**src/rtl/core/bls_pkg.sv**
```systemverilog
`timescale 1ns / 1ps
// ----------------------------------------------------------------------------
// bls_pkg
// Shared constants and types of the Bresenham line stepper.
// ----------------------------------------------------------------------------
package bls_pkg;

    // Default coordinate width
    localparam int COORD_BITS_DEF = 10;

    // Depth of the command queue and of the pixel queue
    localparam int QUEUE_DEPTH = 2;

    // Operation codes of an input item
    localparam logic OP_START = 1'b0;
    localparam logic OP_STEP  = 1'b1;

    // Status of the back end, seen by the top level
    typedef struct packed {
        logic take;    // a command leaves the queue this cycle
        logic emit;    // a pixel is pushed into the pixel queue
        logic last;    // the pixel pushed is the last of its line
        logic active;  // pixels remain on the current line
    } t_bls_stat;

endpackage

```
**src/rtl/core/bls_fifo.sv**
```systemverilog
`timescale 1ns / 1ps
// ----------------------------------------------------------------------------
// bls_fifo
// Small synchronous queue with push/full and pop/empty sides.
// ----------------------------------------------------------------------------
module bls_fifo
    import bls_pkg::*;
#(
    parameter int WIDTH = 8,
    parameter int DEPTH = QUEUE_DEPTH
) (
    input  logic             i_clk,
    input  logic             i_rst_n,
    input  logic             i_push,
    input  logic [WIDTH-1:0] i_data,
    output logic             o_full,
    input  logic             i_pop,
    output logic [WIDTH-1:0] o_data,
    output logic             o_empty
);

    localparam int PW = (DEPTH > 1) ? $clog2(DEPTH) : 1;
    localparam int CW = $clog2(DEPTH + 1);
    localparam logic [PW-1:0] LAST_PTR = PW'(DEPTH - 1);
    localparam logic [CW-1:0] FULL_CNT = CW'(DEPTH);

    logic [WIDTH-1:0] r_mem [DEPTH];
    logic [PW-1:0]    r_wr_ptr, n_wr_ptr;
    logic [PW-1:0]    r_rd_ptr, n_rd_ptr;
    logic [CW-1:0]    r_count,  n_count;
    logic             do_push;
    logic             do_pop;

    assign o_full  = (r_count == FULL_CNT);
    assign o_empty = (r_count == '0);
    assign do_push = i_push && !o_full;
    assign do_pop  = i_pop && !o_empty;
    assign o_data  = r_mem[r_rd_ptr];

    // Advance pointers and count
    always_comb begin
        n_wr_ptr = r_wr_ptr;
        n_rd_ptr = r_rd_ptr;
        n_count  = r_count;
        if (do_push) begin
            n_wr_ptr = (r_wr_ptr == LAST_PTR) ? '0 : r_wr_ptr + 1'b1;
        end
        if (do_pop) begin
            n_rd_ptr = (r_rd_ptr == LAST_PTR) ? '0 : r_rd_ptr + 1'b1;
        end
        if (do_push && !do_pop) begin
            n_count = r_count + 1'b1;
        end else if (do_pop && !do_push) begin
            n_count = r_count - 1'b1;
        end
    end

    always_ff @(posedge i_clk) begin
        if (!i_rst_n) begin
            r_wr_ptr <= '0;
            r_rd_ptr <= '0;
            r_count  <= '0;
        end else begin
            r_wr_ptr <= n_wr_ptr;
            r_rd_ptr <= n_rd_ptr;
            r_count  <= n_count;
        end
    end

    // Store the pushed entry
    always_ff @(posedge i_clk) begin
        if (do_push) begin
            r_mem[r_wr_ptr] <= i_data;
        end
    end

endmodule

```
**src/rtl/core/bls_front.sv**
```systemverilog
`timescale 1ns / 1ps
// ----------------------------------------------------------------------------
// bls_front
// Classify an input item and set up a line: deltas, directions, steep flag.
// ----------------------------------------------------------------------------
module bls_front
    import bls_pkg::*;
#(
    parameter int COORD_BITS = COORD_BITS_DEF,
    localparam int RW = 4 * COORD_BITS + 6
) (
    input  logic                  i_operation,
    input  logic [COORD_BITS-1:0] i_x_start,
    input  logic [COORD_BITS-1:0] i_y_start,
    input  logic [COORD_BITS-1:0] i_x_end,
    input  logic [COORD_BITS-1:0] i_y_end,
    output logic [RW-1:0]         o_rec
);

    logic                  x_up, x_down, y_up, y_down;
    logic [COORD_BITS-1:0] dx, dy;
    logic                  steep;
    logic [COORD_BITS-1:0] major, minor;

    // Direction and absolute distance per axis
    assign x_up   = i_x_end > i_x_start;
    assign x_down = i_x_end < i_x_start;
    assign y_up   = i_y_end > i_y_start;
    assign y_down = i_y_end < i_y_start;
    assign dx     = x_up ? (i_x_end - i_x_start) : (i_x_start - i_x_end);
    assign dy     = y_up ? (i_y_end - i_y_start) : (i_y_start - i_y_end);

    // Pick the major axis
    assign steep = dy > dx;
    assign major = steep ? dy : dx;
    assign minor = steep ? dx : dy;

    // Pack the command for the back end
    assign o_rec = {i_operation, i_x_start, i_y_start, major, minor,
                    x_down, x_up || x_down, y_down, y_up || y_down, steep};

endmodule

```
**src/rtl/core/bls_back.sv**
```systemverilog
`timescale 1ns / 1ps
// ----------------------------------------------------------------------------
// bls_back
// Hold the line state and step it, one pixel per step command on an active line.
// ----------------------------------------------------------------------------
module bls_back
    import bls_pkg::*;
#(
    parameter int COORD_BITS = COORD_BITS_DEF,
    localparam int RW = 4 * COORD_BITS + 6,
    localparam int PXW = 2 * COORD_BITS + 1
) (
    input  logic            i_clk,
    input  logic            i_rst_n,
    input  logic [RW-1:0]   i_rec,
    input  logic            i_rec_empty,
    output logic            o_rec_pop,
    output logic [PXW-1:0]  o_pix,
    output logic            o_pix_push,
    input  logic            i_pix_full,
    output t_bls_stat       o_stat
);

    localparam int DW = COORD_BITS + 3;

    // Unpacked command
    logic                  c_op;
    logic [COORD_BITS-1:0] c_x0, c_y0, c_major, c_minor;
    logic                  c_xneg, c_xmv, c_yneg, c_ymv, c_steep;

    // Line state
    logic [COORD_BITS-1:0] r_cur_x, n_cur_x;
    logic [COORD_BITS-1:0] r_cur_y, n_cur_y;
    logic [COORD_BITS-1:0] r_major, n_major;
    logic [COORD_BITS-1:0] r_minor, n_minor;
    logic                  r_xneg, n_xneg, r_xmv, n_xmv;
    logic                  r_yneg, n_yneg, r_ymv, n_ymv;
    logic                  r_steep, n_steep;
    logic signed [DW-1:0]  r_dec, n_dec;
    logic [COORD_BITS-1:0] r_left, n_left;

    logic                  take;
    logic                  emit;
    logic                  fix_minor;
    logic signed [DW-1:0]  dec_mid;
    logic signed [DW-1:0]  two_major, two_minor;

    function automatic logic [COORD_BITS-1:0] step_coord(
        input logic [COORD_BITS-1:0] v,
        input logic                  mv,
        input logic                  neg
    );
        logic [COORD_BITS-1:0] r;
        if (!mv) begin
            r = v;
        end else if (neg) begin
            r = v - 1'b1;
        end else begin
            r = v + 1'b1;
        end
        return r;
    endfunction

    assign {c_op, c_x0, c_y0, c_major, c_minor,
            c_xneg, c_xmv, c_yneg, c_ymv, c_steep} = i_rec;

    // Take a command whenever the pixel queue has room
    assign take      = !i_rec_empty && !i_pix_full;
    assign o_rec_pop = take;
    assign emit      = take && (c_op == OP_STEP) && (r_left != '0);

    assign o_pix_push = emit;
    assign o_pix      = {r_cur_x, r_cur_y, (r_left == COORD_BITS'(1))};

    assign two_major = DW'(signed'({2'b00, r_major, 1'b0}));
    assign two_minor = DW'(signed'({2'b00, r_minor, 1'b0}));
    assign fix_minor = !r_dec[DW-1];
    assign dec_mid   = fix_minor ? (r_dec - two_major) : r_dec;

    // Load a new line or advance the current one
    always_comb begin
        n_cur_x = r_cur_x;
        n_cur_y = r_cur_y;
        n_major = r_major;
        n_minor = r_minor;
        n_xneg  = r_xneg;
        n_xmv   = r_xmv;
        n_yneg  = r_yneg;
        n_ymv   = r_ymv;
        n_steep = r_steep;
        n_dec   = r_dec;
        n_left  = r_left;
        if (take && (c_op == OP_START)) begin
            n_cur_x = c_x0;
            n_cur_y = c_y0;
            n_major = c_major;
            n_minor = c_minor;
            n_xneg  = c_xneg;
            n_xmv   = c_xmv;
            n_yneg  = c_yneg;
            n_ymv   = c_ymv;
            n_steep = c_steep;
            n_dec   = DW'(signed'({2'b00, c_minor, 1'b0}))
                    - DW'(signed'({3'b000, c_major}));
            n_left  = c_major;
        end else if (emit) begin
            if (r_steep) begin
                n_cur_y = step_coord(r_cur_y, r_ymv, r_yneg);
                n_cur_x = fix_minor ? step_coord(r_cur_x, r_xmv, r_xneg) : r_cur_x;
            end else begin
                n_cur_x = step_coord(r_cur_x, r_xmv, r_xneg);
                n_cur_y = fix_minor ? step_coord(r_cur_y, r_ymv, r_yneg) : r_cur_y;
            end
            n_dec  = dec_mid + two_minor;
            n_left = r_left - 1'b1;
        end
    end

    always_ff @(posedge i_clk) begin
        if (!i_rst_n) begin
            r_cur_x <= '0;
            r_cur_y <= '0;
            r_major <= '0;
            r_minor <= '0;
            r_xneg  <= 1'b0;
            r_xmv   <= 1'b0;
            r_yneg  <= 1'b0;
            r_ymv   <= 1'b0;
            r_steep <= 1'b0;
            r_dec   <= '0;
            r_left  <= '0;
        end else begin
            r_cur_x <= n_cur_x;
            r_cur_y <= n_cur_y;
            r_major <= n_major;
            r_minor <= n_minor;
            r_xneg  <= n_xneg;
            r_xmv   <= n_xmv;
            r_yneg  <= n_yneg;
            r_ymv   <= n_ymv;
            r_steep <= n_steep;
            r_dec   <= n_dec;
            r_left  <= n_left;
        end
    end

    assign o_stat.take   = take;
    assign o_stat.emit   = emit;
    assign o_stat.last   = (r_left == COORD_BITS'(1));
    assign o_stat.active = (r_left != '0);

endmodule

```
**src/rtl/core/bresenham_line_stepper_unit.sv**
```systemverilog
`timescale 1ns / 1ps
// ----------------------------------------------------------------------------
// bresenham_line_stepper_unit
// All-octant Bresenham line stepper with queue interfaces on both sides.
// ----------------------------------------------------------------------------
// A start item loads two endpoints and emits nothing; each following step item
// emits one pixel of the line, start point included and end point excluded, with
// the last pixel flagged. A step on a finished or zero-length line emits nothing.
// The block takes one item per cycle and delivers one pixel per cycle unless a
// full queue holds it back: setup (deltas, directions, steep flag) is done by the
// front end as the item is pushed, and the stepper in the back end updates the
// decision term with at most one subtract and one add per pixel. A step item is
// registered in the command queue and its pixel in the pixel queue, whose head
// drives the result ports. Both queues are two entries deep; the input stalls
// only once the pixel queue and then the command queue have filled.
// ----------------------------------------------------------------------------
module bresenham_line_stepper_unit
    import bls_pkg::*;
#(
    parameter int COORD_BITS = COORD_BITS_DEF
) (
    input  logic                  i_clk,
    input  logic                  i_rst_n,
    input  logic                  push,
    output logic                  full,
    input  logic                  i_operation,
    input  logic [COORD_BITS-1:0] i_x_start,
    input  logic [COORD_BITS-1:0] i_y_start,
    input  logic [COORD_BITS-1:0] i_x_end,
    input  logic [COORD_BITS-1:0] i_y_end,
    output logic                  empty,
    input  logic                  pop,
    output logic [COORD_BITS-1:0] o_pixel_x,
    output logic [COORD_BITS-1:0] o_pixel_y,
    output logic                  o_last_pixel
);

    localparam int RW  = 4 * COORD_BITS + 6;
    localparam int PXW = 2 * COORD_BITS + 1;

    logic [RW-1:0]  rec_in, rec_out;
    logic           rec_empty, rec_pop;
    logic [PXW-1:0] pix_in, pix_out;
    logic           pix_push, pix_full;
    t_bls_stat      stat;

    // Classify and set up
    bls_front #(.COORD_BITS(COORD_BITS)) u_front (
        .i_operation (i_operation),
        .i_x_start   (i_x_start),
        .i_y_start   (i_y_start),
        .i_x_end     (i_x_end),
        .i_y_end     (i_y_end),
        .o_rec       (rec_in)
    );

    // Command queue between front and back
    bls_fifo #(.WIDTH(RW), .DEPTH(QUEUE_DEPTH)) u_cmd_q (
        .i_clk   (i_clk),
        .i_rst_n (i_rst_n),
        .i_push  (push),
        .i_data  (rec_in),
        .o_full  (full),
        .i_pop   (rec_pop),
        .o_data  (rec_out),
        .o_empty (rec_empty)
    );

    // Step the line
    bls_back #(.COORD_BITS(COORD_BITS)) u_back (
        .i_clk       (i_clk),
        .i_rst_n     (i_rst_n),
        .i_rec       (rec_out),
        .i_rec_empty (rec_empty),
        .o_rec_pop   (rec_pop),
        .o_pix       (pix_in),
        .o_pix_push  (pix_push),
        .i_pix_full  (pix_full),
        .o_stat      (stat)
    );

    // Pixel queue toward the consumer
    bls_fifo #(.WIDTH(PXW), .DEPTH(QUEUE_DEPTH)) u_pix_q (
        .i_clk   (i_clk),
        .i_rst_n (i_rst_n),
        .i_push  (pix_push),
        .i_data  (pix_in),
        .o_full  (pix_full),
        .i_pop   (pop),
        .o_data  (pix_out),
        .o_empty (empty)
    );

    assign {o_pixel_x, o_pixel_y, o_last_pixel} = pix_out;

    // Never push a pixel into a full queue
    a_no_pix_overflow: assert property (@(posedge i_clk) disable iff (!i_rst_n)
        !(pix_push && pix_full))
        else $error("pixel pushed into full queue");

    // A pixel is only emitted while a line is active, with a command taken
    a_emit_active: assert property (@(posedge i_clk) disable iff (!i_rst_n)
        stat.emit |-> (stat.active && stat.take))
        else $error("pixel emitted without active line");

    // After the last pixel the line is finished
    a_last_ends: assert property (@(posedge i_clk) disable iff (!i_rst_n)
        (stat.emit && stat.last) |=> !stat.active)
        else $error("line still active after last pixel");

    // A transfer into the stepper always leaves a pixel slot free
    a_take_room: assert property (@(posedge i_clk) disable iff (!i_rst_n)
        stat.take |-> !pix_full)
        else $error("command taken while pixel queue full");

endmodule

```
**config.mk**
```make
export PLATFORM = sky130hd
export DESIGN_NAME = bresenham_line_stepper_unit
export DESIGN_NICKNAME = d
export VERILOG_FILES = /design/src/rtl/core/bls_pkg.sv /design/src/rtl/core/bls_fifo.sv /design/src/rtl/core/bls_front.sv /design/src/rtl/core/bls_back.sv /design/src/rtl/core/bresenham_line_stepper_unit.sv
export SDC_FILE = /design/constraint.sdc
export NUM_CORES = 1
export LEC_CHECK = 0
export CORE_ASPECT_RATIO = 0.8
export CORE_MARGIN = 1.5
export CORE_UTILIZATION = 40
export CTS_BUF_LIST = sky130_fd_sc_hd__clkbuf_16
export DETAILED_ROUTE_END_ITERATION = 8
export DONT_BUFFER_PORTS = 1
export GPL_TIMING_DRIVEN = 0
export PLACE_DENSITY = 0.52
export SYNTH_ARGS = -nofsm -noshare
export SYNTH_HDL_FRONTEND = slang
export SYNTH_HIERARCHICAL = 1
export SYNTH_SLANG_ARGS = --single-unit
```
**constraint.sdc**
```tcl
create_clock -name i_clk -period 11.8 [get_ports i_clk]
set_input_delay 0.59 -clock i_clk [delete_from_list [all_inputs] [get_ports i_clk]]
set_output_delay 0.59 -clock i_clk [all_outputs]
set_load 0.01 [all_outputs]
```
; ---- Word level (Yosys, flattened, before mapping)
; Memory sizes are Yosys's and may differ from the RTL's. A register that Yosys moved wholly into a read port is not among the register bits.
; Index checks and enable logic that the tools add are counted.
[totals]
n_memories = 2
word_cells = 117
ramBits = 134
ff_bits = 76
out_inout_bits = 23
[classes]
addsub = 20
mux = 37
order_cmp = 5
n_reduce_logical = 30
n_eq_ne = 5
bitwise_logic = 1
[mem_list]
columns = memory, words, word_bits, rd, rd_clocked_by_memory_dff, write_ports, line
row1 = u_cmd_q.r_mem, 2, 46, 1, 1, 1, bls_fifo.sv:27  ; logic [WIDTH-1:0] r_mem [DEPTH];
row2 = u_pix_q.r_mem, 2, 21, 1, 1, 1, bls_fifo.sv:27
[ops]
columns = op, count
row1 = two-way mux 10 bit, 18
row2 = subtractor 10 bit, 4
row3 = two-way mux 13 bit, 3
row4 = > comparator 10 bit, 3
row5 = "subtractor 10 x 1 -> 10 bit, second input constant", 3
row6 = "adder 10 x 1 -> 10 bit, second input constant", 2
row7 = less-than comparator 10 bit, 2
row8 = adder 13 x 12 -> 13 bit, 1
row9 = subtractor 13 x 12 -> 13 bit, 1
row10 = logical AND 1 bit, 12
row11 = two-way mux 1 bit, 12
row12 = subtractor 11 x 10 -> 12 bit, 1
row13 = "equality test 10 x 1 -> 1 bit, second input constant", 1
row14 = nonzero test 10 bit, 1
row15 = zero test 1 bit, 8
row16 = two-way mux 2 bit, 4
row17 = nonzero test 2 bit, 3
row18 = "adder 1 bit, second input constant", 4
row19 = "adder 2 x 1 -> 2 bit, second input constant", 2
row20 = "equality test 2 bit, second input constant", 2
row21 = zero test 2 bit, 2
row22 = AND reduction 2 bit, 2
row23 = "subtractor 2 x 1 -> 2 bit, second input constant", 2
row24 = "!= test 3 x 2 -> 1 bit, second input constant", 1
row25 = other kinds (3), 4

; ---- Depth between registers and ports, before layout
; Gate-level depths: netlist of run 1.
[depth]
depth_word = 10
depth_mapped = 21
mapped_depth_nobuf = 19

; ---- Cells and area by module
; The synthesis of run 1 kept the hierarchy.
[modules_own_cells]
columns = module, cells_each, area_each_um2, seq_area_each_um2, n_inst
row1 = bls_back, 647, 4969.8, 1341.3, 1
row2 = bls_fifo at u_cmd_q, 168, 3549.7, 2862.7, 1
row3 = bls_front, 359, 2622.5, 0.0, 1
row4 = bls_fifo at u_pix_q, 90, 1741.7, 1361.3, 1

; ---- Worst setup path after synthesis of run 1
; OpenSTA, ideal clock, no wires.
[synth_path]
path_type = input-to-reg
start = in i_x_end[0]
end = mem u_cmd_q/r_mem[0][7] (netlist name) (data pin)
t_arrival_ps = 4223
path_stages = 17
n_path_buf = 2
path_slack_ps = 7315
cell_sequence = inv_1 > ha_1 > inv_1 > fa_1 > a21o_1 > a221oi_4 > a211oi_2 > buf_2 > a32oi_1 > xnor2_1 > ha_1 > a21o_1 > a211oi_1 > nor2b_1 > a21o_1 > buf_1 > mux2_2
[synth_between]
elab_chain_cells = 4
word_cells_on_any_way = 6
cone_classes = add/sub: 2 / order compare: 2 / mux: 2
[synth_rtl]
columns = element, line
row1 = "start, declared", bresenham_line_stepper_unit.sv:29  ; input logic [COORD_BITS-1:0] i_x_end,
row2 = subtractor 10 bit / > comparator 10 bit (equally long branches), "bls_front.sv:30, bls_front.sv:26"
row3 = two-way mux 10 bit (*), bls_front.sv:30  ; assign dx = x_up ? (i_x_end - i_x_start) : (i_x_start - i_x_end);
row4 = > comparator 10 bit, bls_front.sv:34  ; assign steep = dy > dx;
row5 = two-way mux 10 bit (*), bls_front.sv:36  ; assign minor = steep ? dx : dy;
row6 = via rec_in[7], bresenham_line_stepper_unit.sv:41  ; logic [RW-1:0] rec_in, rec_out;
row7 = "end, declared", bls_fifo.sv:27
; Mark *: on every way through the listed nets, which the timed path passes. The rest lies on a longest branch.

; ---- Final worst setup path of run 1
[layout_path]
start = in i_x_end[0]
end = mem u_cmd_q/r_mem[0][14] (netlist name) (data pin)
; The elaborated chain is that of the path after synthesis.

==> impl_results.md, run 1 <==
- Yosys warns: 6
- Clock skew: 25.89 ps
- Die X: 203.5 um
- TritonCTS buffer count: 22
- PortBufs: 0
- Initial antenna violation count: 0
- Routing usage on met1: 30.53%
- Cells after Synth: 1,261
- GRT Util Overall: 19.66%
- Unrepaired setup endpoints after global routing: false
- Final min period: 4808 ps
- Clock-pin slew on the worst setup and hold paths: 60 ps
- Commonest cells after routing, fill and taps aside: edfxtp_1, nand2_1, ha_1, a21oi_1, inv_1
- Hold-fix buffers, CTS: 0
- Maximum VDD drop: 116.1 uV
- Final-report hold violation count: 0
- Routability cong.: 0.8505
- WL per Instance: 18.79 um
- Core footprint: 31,570 um2
- Critical path peak fanout: 10
- Worst Setup SP: i_x_end[0]
- Final setup violation count: 0
- Layout area overhead: 10.86%
- Pwr Density: 263.3 nW/um2
- Clk_lat worst skew: 510 ps
- First-pass GRT wire length: 50.69 mm
- Reg2Reg Launch Point: u_back/r_major[1]$_SDFFE_PN0P_
- Fin area: 14,260 um2
- Die Y-Extent: 163.4 um
- Ratio of cells with drive above 1 in the final layout: 14.32%
- ANT nets after route: 0
- Slew @ Worst Pin: 983.9 ps
- DP HPWL: 24.98 mm
- Drt pass-1 iters: 5
- Most used routing layer: met1
- Starting Density: 40.74%
- CTS tree: done
- WS Path Type: primary input to register
- Critical Path Sink Type: register
- Tcrit/Tclk final: 40.75%
- Clock Sinks: 211
- Met2 Track Usage GR: 28.81%
- Total wire length: 32.43 mm
- DRC Markers: 0
- Clock Path Buffers: 3
- Post-CTS Setup Inserts: 0
- WP data required: 12,020 ps
- Placed instance area: 13,510 um2
- Gr ovfl total: 0
- IO Count: 68
- Achievable Freq: 0.2080 GHz
- Mean Syn Cell Area: 10.20 um2
- Slew margin rel.: 34.40%
- HP Start: i_rst_n
- Die area: 33,240 um2
- Setup total negative slack: 0 ps
- Leading cell type in the layout, fill and taps excluded: edfxtp_1
- Initial DRC count: 591
- Via/cell ratio: 5.338
- Final net count: 1,443
- Finished Core Util: 45.16%
- Outcome: complete, no violations
- Max_cap viols: 0
- Cts repair resizes: 0
- Row cnt: 58
- Root buf cell: clkbuf_16
- N_diodes: 0
- Post-Syn Area: 12,860 um2
- Syn nets: 1,414
- Number of global-route vias before repair: 8,693
- Met3 Usage GRT: 2.374%
- Crit path arrival time: 5030 ps
- Leakage: 5.591 nW
- Fin. max-slew vios: 0
- HP Class: primary input to register
- Largest net degree at the start of global routing: 27
- H-tree depth: 1
- Critical path startpoint category: primary input
- Vias: 9,213
final cells by class:
type	count	area, um2
repair buffers	5	112.6
well taps	420	525.5
clock buffers	22	550.5
multi-input cells	880	6511
flip-flops and latches	211	5565
clock inverters	18	193.9
inverters	96	360.3
fillers	3036	17310
plain buffers	74	437.9
metal layers:
| layer | vias to the layer above | part of all wire [%] | wire length (um) |
|---|---|---|---|
| met5 | - | 0 | 0 |
| met4 | 0 | 2.0 | 659 |
| met3 | 39 | 4.0 | 1302 |
| met2 | 194 | 41 | 13340 |
| met1 | 4393 | 53 | 17120 |
| li1 | 4587 | - | - |
critical path: stages:
cell and delay (ps):
inv_1 30, ha_1 150, inv_1 50, fa_1 400, a21o_1 210, a221oi_4 380
a211oi_2 150, buf_2 210, nor2_1 100, a32oi_1 80, xnor2_1 390, ha_1 330
a21o_1 190, a211oi_1 310, nor2b_1 170, a21o_1 220, buf_1 540, o311ai_0 250
o31ai_1 120, nor2_1 140
report_power, final:
part           internal (W)  switching, W
Sequential          0.00102      0.000115
Clock              0.000428      0.000281
Combinational      0.000782       0.00113
flip-flops by register name (all words and copies together), names as in the netlist, named ones only:
| register | count |
|---|---|
| u_back/r_xneg | 1 |
| u_back/r_xmv | 1 |
| u_back/r_left | 10 |
| u_cmd_q/r_wr_ptr | 1 |
| u_back/r_steep | 1 |
| u_pix_q/r_mem | 42 |
| u_pix_q/r_wr_ptr | 1 |
| u_back/r_minor | 10 |
| u_cmd_q/r_rd_ptr | 1 |
| u_pix_q/r_count | 2 |
| u_pix_q/r_rd_ptr | 1 |
| u_back/r_major | 10 |
| u_back/r_dec | 12 |
| u_cmd_q/r_count | 2 |
| u_back/r_yneg | 1 |
| u_back/r_ymv | 1 |
| u_cmd_q/r_mem | 92 |
| u_back/r_cur_y | 10 |
| u_back/r_cur_x | 10 |
metrics by stage:
| stage | worst slack [ps] | std cells | hold WS, ps | total power (W) |
|---|---|---|---|---|
| global placement | 6507 | 1681 | 444.9 | 0.003013 |
| floorplan | 7315 | 1261 | 436.3 | 0.002551 |
| global route | 6681 | 1726 | 174.2 | 0.004040 |
| finish | 6992 | 1726 | 200.4 | 0.003755 |
| CTS | 7013 | 1726 | 175.0 | 0.003777 |
| detailed placement | 6526 | 1686 | 447.7 | 0.003051 |
final timing paths:
| kind | to | slack (ps) | cells past startpoint |
|---|---|---|---|
| max | u_cmd_q/r_mem[0][14]$_DFFE_PP_ | 6990 | 20 |
| min | u_cmd_q/r_wr_ptr$_SDFFE_PN0P_ | 200 | 1 |
| max reg2reg | u_back/r_dec[10]$_SDFFE_PN0P_ | 8040 | 16 |
| min reg2reg | u_back/r_major[9]$_SDFFE_PN0P_ | 460 | 2 |
Power figures use the tool's default switching activity.
==> run 2, diff against run 1 <==
Settings changed: PLACE_DENSITY 0.52 to 0.54.
Clock period 11.8 ns to 3.9 ns, I/O delays scaled along.
==> run 2 against run 1 <==
  * Hold slack worse by 130 ps
  * Sequential cell count unchanged
  * Die area unchanged
==> impl_results.md, run 2 (synthesized netlist as in run 1, its figures left out) <==
- Gr ovfl total: 0 (unchanged)
- Clock skew: 15.42 ps (-10.47 ps)
- Final setup violation count: 0 (unchanged)
- Die area: 33,240 um2 (unchanged)
- Core footprint: 31,570 um2 (unchanged)
- Layout Cells excl Fill: 1,764 (+2.2%)
- Initial DRC count: 614 (+3.9%)
- Setup total negative slack: 0 ps (unchanged)
- Final-report hold violation count: 0 (unchanged)
- Routability cong.: 0.8586 (+0.95%)
- Leakage: 5.824 nW (+4.2%)
- Starting Density: 40.74% (unchanged)
- Clock Sinks: 211 (unchanged)
- Reg-to-reg endpoint: u_back/r_dec[12]$_SDFFE_PN0P_
- PortBufs: 0 (unchanged)
- Largest regs: u_cmd_q/r_mem: 92 flops, u_pix_q/r_mem: 42 flops, u_back/r_dec: 12 flops
- H-tree depth: 1 (unchanged)
- Number of global-route vias before repair: 8,883 (+2.2%)
- Endpoint, Worst Hold: u_pix_q/r_rd_ptr$_SDFFE_PN0P_
- GRT Util Overall: 19.72% (+0.063 points)
- Depth of the worst hold-timing path: 3 (+2)
- Leading cell type in the layout, fill and taps excluded: edfxtp_1
- DP HPWL: 24.74 mm (-0.95%)
- WP data required: 4110 ps (-7910 ps)
- HP Start: pop
- Max_cap viols: 0 (unchanged)
- Slew @ Worst Pin: 990.1 ps (+6.135 ps)
- Commonest cells after routing, fill and taps aside: edfxtp_1, nand2_1, ha_1, inv_1, a21oi_1
- HP Class: primary input to register
- Tcrit/Tclk final: 96.41%
- Largest net degree at the start of global routing: 27 (unchanged)
- Outcome: complete, no violations
- Row cnt: 58 (unchanged)
- DRC Markers: 0 (unchanged)
- Vias: 9,478 (+2.9%)
- Initial antenna violation count: 0 (unchanged)
- Fin. max-slew vios: 0 (unchanged)
- Reg2Reg Launch Point: u_back/r_dec[1]$_SDFFE_PN0P_
- N_diodes: 0 (unchanged)
- Dpl cells: 1,686 (unchanged)
- Maximum VDD drop: 288.7 uV (+150%)
- Worst R2R Setup Slack: 260 ps (-7780 ps)
- Die Y-Extent: 163.4 um (unchanged)
- Root buf cell: clkbuf_16
- Crit path arrival time: 3970 ps (-1060 ps)
- Max FFs per register: 92 (unchanged)
- Total wire length: 32.89 mm (+1.4%)
- WS Path Type: primary input to register
- Drt pass-1 iters: 5 (unchanged)
- Pwr Density: 789.3 nW/um2 (+200%)
- IO Count: 68 (unchanged)
- Clock Path Buffers: 3 (unchanged)
- Layout area overhead: 15.53%
- TritonCTS buffer count: 23 (+4.5%)
- CTS tree: done
- Via/cell ratio: 5.373 (+0.66%)
- Critical path startpoint category: primary input
- Critical path peak fanout: 8 (-2)
- Final net count: 1,480 (+2.6%)
- Clk_lat worst skew: 520 ps (about the same)
- Reg2reg path depth: 16 (unchanged)
- Fill cell count: 2,964 (-2.4%)
- WL per Instance: 18.64 um (-0.78%)
- ANT nets after route: 0 (unchanged)
- Ratio of cells with drive above 1 in the final layout: 17.41% (+3.1 points)
- Achievable Freq: 0.2660 GHz
- Clock-pin slew on the worst setup and hold paths: 60 ps (about the same)
- Final min period: 3760 ps
- First-pass GRT wire length: 50.92 mm (+0.44%)
- Critical Path Sink Type: register
- Largest reg by FF count: u_cmd_q/r_mem
- Die X: 203.5 um (unchanged)
- Slew margin rel.: 34.00% (-0.41 points)
-- run 2: power breakdown --
part,internal (W),total (W),switching (W)
sequential,0.00309,0.00343,0.000338
combinational,0.00254,0.00606,0.00352
clock,0.00134,0.00224,0.000896
total,0.00697,0.0117,0.00476
-- run 2: cell type report --
type	instances	area, um2	area share, %
sequential	211	5565	37.46
clock inverter	19	202.7	1.364
clock buffer	23	575.6	3.874
inverter	96	364.1	2.451
multi-input combinational	880	6719	45.22
buffer	74	450.4	3.032
timing repair buffer	41	455.4	3.065
tap	420	525.5	3.537
-- run 2: stage by stage --
| stage | instance area, um2 | util, % | hold WS, ps | setup slack [ps] | power [W] |
|---|---|---|---|---|---|
| floorplan | 12860 | - | 312.6 | 1.942 | 0.007721 |
| global route | 14860 | 47.07 | 68.13 | -12.77 | 0.01255 |
| CTS | 14590 | 46.21 | 49.87 | 19.06 | 0.01155 |
| detailed placement | 13530 | 42.85 | 322.9 | -683.6 | 0.009207 |
| global placement | 13390 | 42.41 | 320.4 | -657.1 | 0.009070 |
| finish | 14860 | 47.07 | 65.60 | 140.0 | 0.01173 |
-- run 2: worst max path at each step --
stage	depth (start not counted)	slack (ps)	end	startpoint
2_1_floorplan	17	2	u_cmd_q/r_mem[0][7]$_DFFE_PP_	i_x_end[0]
3_3_place_gp	19	-660	u_cmd_q/r_mem[0][9]$_DFFE_PP_	i_x_end[0]
3_5_place_dp	19	-680	u_cmd_q/r_mem[0][23]$_DFFE_PP_	i_x_end[0]
4_1_cts	18	20	u_cmd_q/r_mem[0][9]$_DFFE_PP_	i_x_end[0]
5_1_grt	19	-10	u_cmd_q/r_mem[1][24]$_DFFE_PP_	i_x_end[0]
6_report	20	140	u_cmd_q/r_mem[0][24]$_DFFE_PP_	i_y_end[0]
-- run 2: worst max-delay path, cell delays in order --
cell,delay (ps)
inv_1,20
ha_1,200
fa_2,430
nor2b_4,160
o21bai_4,70
and3_1,190
buf_6,130
or2_1,220
buf_6,150
a21oi_1,230
xnor2_2,170
inv_1,70
ha_1,300
nand4_1,110
nor3_1,60
a221o_1,330
a21o_2,240
and2_1,180
a221oi_2,270
o211ai_1,230
-- run 2: timing repair --
| item | in CTS | in global routing |
|---|---|---|
| hold endpoints to repair | 58 | 0 |
| hold buffers | 24 | 0 |
| gates resized for setup | 7 | 37 |
| endpoints found under the setup margin | 26 | 45 |
| pin swaps | 1 | 9 |
| setup buffers | 1 | 11 |
-- run 2: per-layer routing --
metal,GRT usage [%],vias to the layer above,part of all wire (%)
met5,0,-,0
met4,3.569,0,1.6
met3,2.135,36,4.6
met2,30.31,209,42
met1,29.96,4569,51
li1,-,4664,-
==> run 3, diff against run 2 <==
Settings changed: ABC_AREA set to 1.
==> run 3 against run 2 <==
  * Global-route usage up 0.52 points
  * Area after synthesis is 7.9% higher
  * Setup slack better by 510 ps
  * Synthesized cell count grew 31%
  * Final area grew 4.5%
  * Sequential power is 2% higher
  * Utilization shrank 1.2 points
  * Routed wire length rose by 10%
  * Largest cell class unchanged
  * Largest power group unchanged
==> impl_results.md, run 3 <==
- Vias: 11,026 (+16%)
- Critical-path top delay cell: fa_1
- Largest regs: u_cmd_q/r_mem: 92 flops, u_pix_q/r_mem: 42 flops, u_back/r_dec: 12 flops
- H-tree depth: 1 (unchanged)
- Core footprint: 33,860 um2 (+7.3%)
- Fin. max-slew vios: 0 (unchanged)
- Cells after Synth: 1,652 (+31%)
- Critical path peak fanout: 5 (-3)
- Die area: 35,830 um2 (+7.8%)
- Unrepaired setup endpoints after global routing: false
- Number of global-route vias before repair: 10,435 (+17%)
- DRC Markers: 0 (unchanged)
- IO Count: 68 (unchanged)
- Commonest cells after routing, fill and taps aside: nand2_1, inv_1, edfxtp_1, nor2_1, nand3_1
- Initial antenna violation count: 0 (unchanged)
- Most common cell on crit path: nand3_1
- Root buf cell: clkbuf_16
- TritonCTS buffer count: 24 (+4.3%)
- Die Y-Extent: 169.6 um (+3.8%)
- Final-report hold violation count: 0 (unchanged)
- Max FFs per register: 92 (unchanged)
- Via/cell ratio: 5.039 (-6.2%)
- Die X: 211.3 um (+3.8%)
- Clk_lat worst skew: 530 ps (about the same)
- Clock-pin slew on the worst setup and hold paths: 70 ps (about the same)
- Yosys warns: 6 (unchanged)
- DP HPWL: 28.45 mm (+15%)
- First-pass GRT wire length: 56.74 mm (+11%)
- Maximum VDD drop: 378.7 uV (+31%)
- Initial DRC count: 701 (+14%)
- Gr ovfl total: 0 (unchanged)
- GRT Util Overall: 20.25% (+0.52 points)
- Critical Path Sink Type: register
- Final net count: 1,858 (+26%)
- Largest net degree at the start of global routing: 32 (+19%)
- Critical path cell sequence: inv_1 > ha_1 > inv_1 > fa_1 > nand3_1 > nand3_1 > inv_1 > o21bai_1 > or2_2 > nand3_1 > o21ai_0 > inv_1 > ha_1 > nand2_1 > nand2_1 > a21oi_1 > nand3_1 > nand2_1 > nand2_1 > nand3_1 > nand2_1 > nand3_1 > a21oi_1
- Ratio of cells with drive above 1 in the final layout: 11.90% (-5.5 points)
- Outcome: complete, no violations
- Drt pass-1 iters: 5 (unchanged)
- Layout area overhead: 11.89%
- CTS tree: done
- Max_cap viols: 0 (unchanged)
- Largest reg by FF count: u_cmd_q/r_mem
- Starting Density: 40.99% (+0.25 points)
- Critical path startpoint category: register
- Slew margin rel.: 51.16% (+17 points)
- Max stage delay on crit path: 400 ps (-30 ps)
- Placed instance area: 14,550 um2 (+7.6%)
- Post-Syn Area: 13,880 um2 (+7.9%)
- WS Path Type: register to register
- HP Class: primary input to register
- PortBufs: 0 (unchanged)
- Layout Cells excl Fill: 2,188 (+24%)
- ANT nets after route: 0 (unchanged)
- Clock Sinks: 211 (unchanged)
- Dpl cells: 2,121 (+26%)
- WP data required: 4320 ps (+210 ps)
- Routability cong.: 0.9009 (+4.9%)
- Leading cell type in the layout, fill and taps excluded: nand2_1
- Fill cell count: 3,310 (+12%)
- Clock skew: 32.25 ps (+16.83 ps)
- Clock Path Buffers: 3 (unchanged)
- Pwr Density: 805.0 nW/um2 (+2.0%)
- Crit path arrival time: 3670 ps (-300 ps)
- Row cnt: 60 (+3.4%)
- Total power: 0.01250 W (+6.6%)
- Fin area: 15,530 um2 (+4.5%)
- Final setup violation count: 0 (unchanged)
- Achievable Freq: 0.3078 GHz (+16%)
- Total wire length: 36.30 mm (+10%)
- Tcrit/Tclk final: 83.30% (-13 points)
- Leakage: 7.001 nW (+20%)
- WL per Instance: 16.59 um (-11%)
- Slew @ Worst Pin: 732.6 ps (-257.5 ps)
- N_diodes: 0 (unchanged)
- Syn nets: 1,805 (+28%)
- Final min period: 3249 ps (-511.2 ps)
- Mean Syn Cell Area: 8.401 um2 (-18%)
[run 3: worst paths after layout]
| path | endpoint | cells past startpoint | start | slack, ps |
|---|---|---|---|---|
| worst max-delay path | u_back/r_dec[12]$_SDFFE_PN0P_ | 23 | u_back/r_dec[1]$_SDFFE_PN0P_ | 650 |
| worst min-delay path | u_cmd_q/r_wr_ptr$_SDFFE_PN0P_ | 3 | push | 30 |
| worst max register to register | u_back/r_dec[12]$_SDFFE_PN0P_ | 23 | u_back/r_dec[1]$_SDFFE_PN0P_ | 650 |
| worst min register to register | u_back/r_major[4]$_SDFFE_PN0P_ | 2 | u_back/r_major[4]$_SDFFE_PN0P_ | 460 |
[run 3: through the flow]
step	util (%)	setup slack [ps]	hold slack [ps]	TNS, ps
after floorplan	-	1039	316.3	0
after global placement	42.71	-224.2	325.3	-19650
after detailed placement	42.97	408.6	327.3	0
after CTS	45.86	641.8	9.104	0
after global routing	45.86	305.9	107.0	0
final	45.86	651.2	31.28	0
[run 3: routing by layer]
metal,GRT usage (%),routed length (um)
met5,0,0
met1,29.29,17990
met4,4.876,794
met2,32.22,15680
met3,2.295,1839
[run 3: power by group]
group / internal [W] / switching, W
Clock: 0.00123 / 0.000908
Sequential: 0.00314 / 0.000368
Combinational: 0.00252 / 0.00434
[run 3: repair_timing]
item / 4_1_cts / 5_1_grt
hold buffers: 23 / 0
setup buffers: 0 / 0
resized for setup: 0 / 0
hold endpoints to repair: 59 / 0
endpoints found under the setup margin: 0 / 0
[run 3: critical path, delay by kind of cell (launching register included)]
| family | cells | cell delay [ps] |
|---|---|---|
| AOI/OAI and AO/OA | 4 | 390 |
| adders and majority gates | 3 | 820 |
| buffers and inverters | 4 | 350 |
| DFF | 1 | 310 |
| and+or+nand+nor | 12 | 1270 |
[run 3: layout make-up]
class	instances	area, um2	area share [%]
multi-input cells	1142	6988	45.00
repair buffers	27	300.3	1.934
inverters	235	884.6	5.697
flip-flops and latches	211	5565	35.84
plain buffers	64	460.4	2.965
clock inverters	19	122.6	0.7896
clock buffers	25	625.6	4.029
well taps	465	581.8	3.747
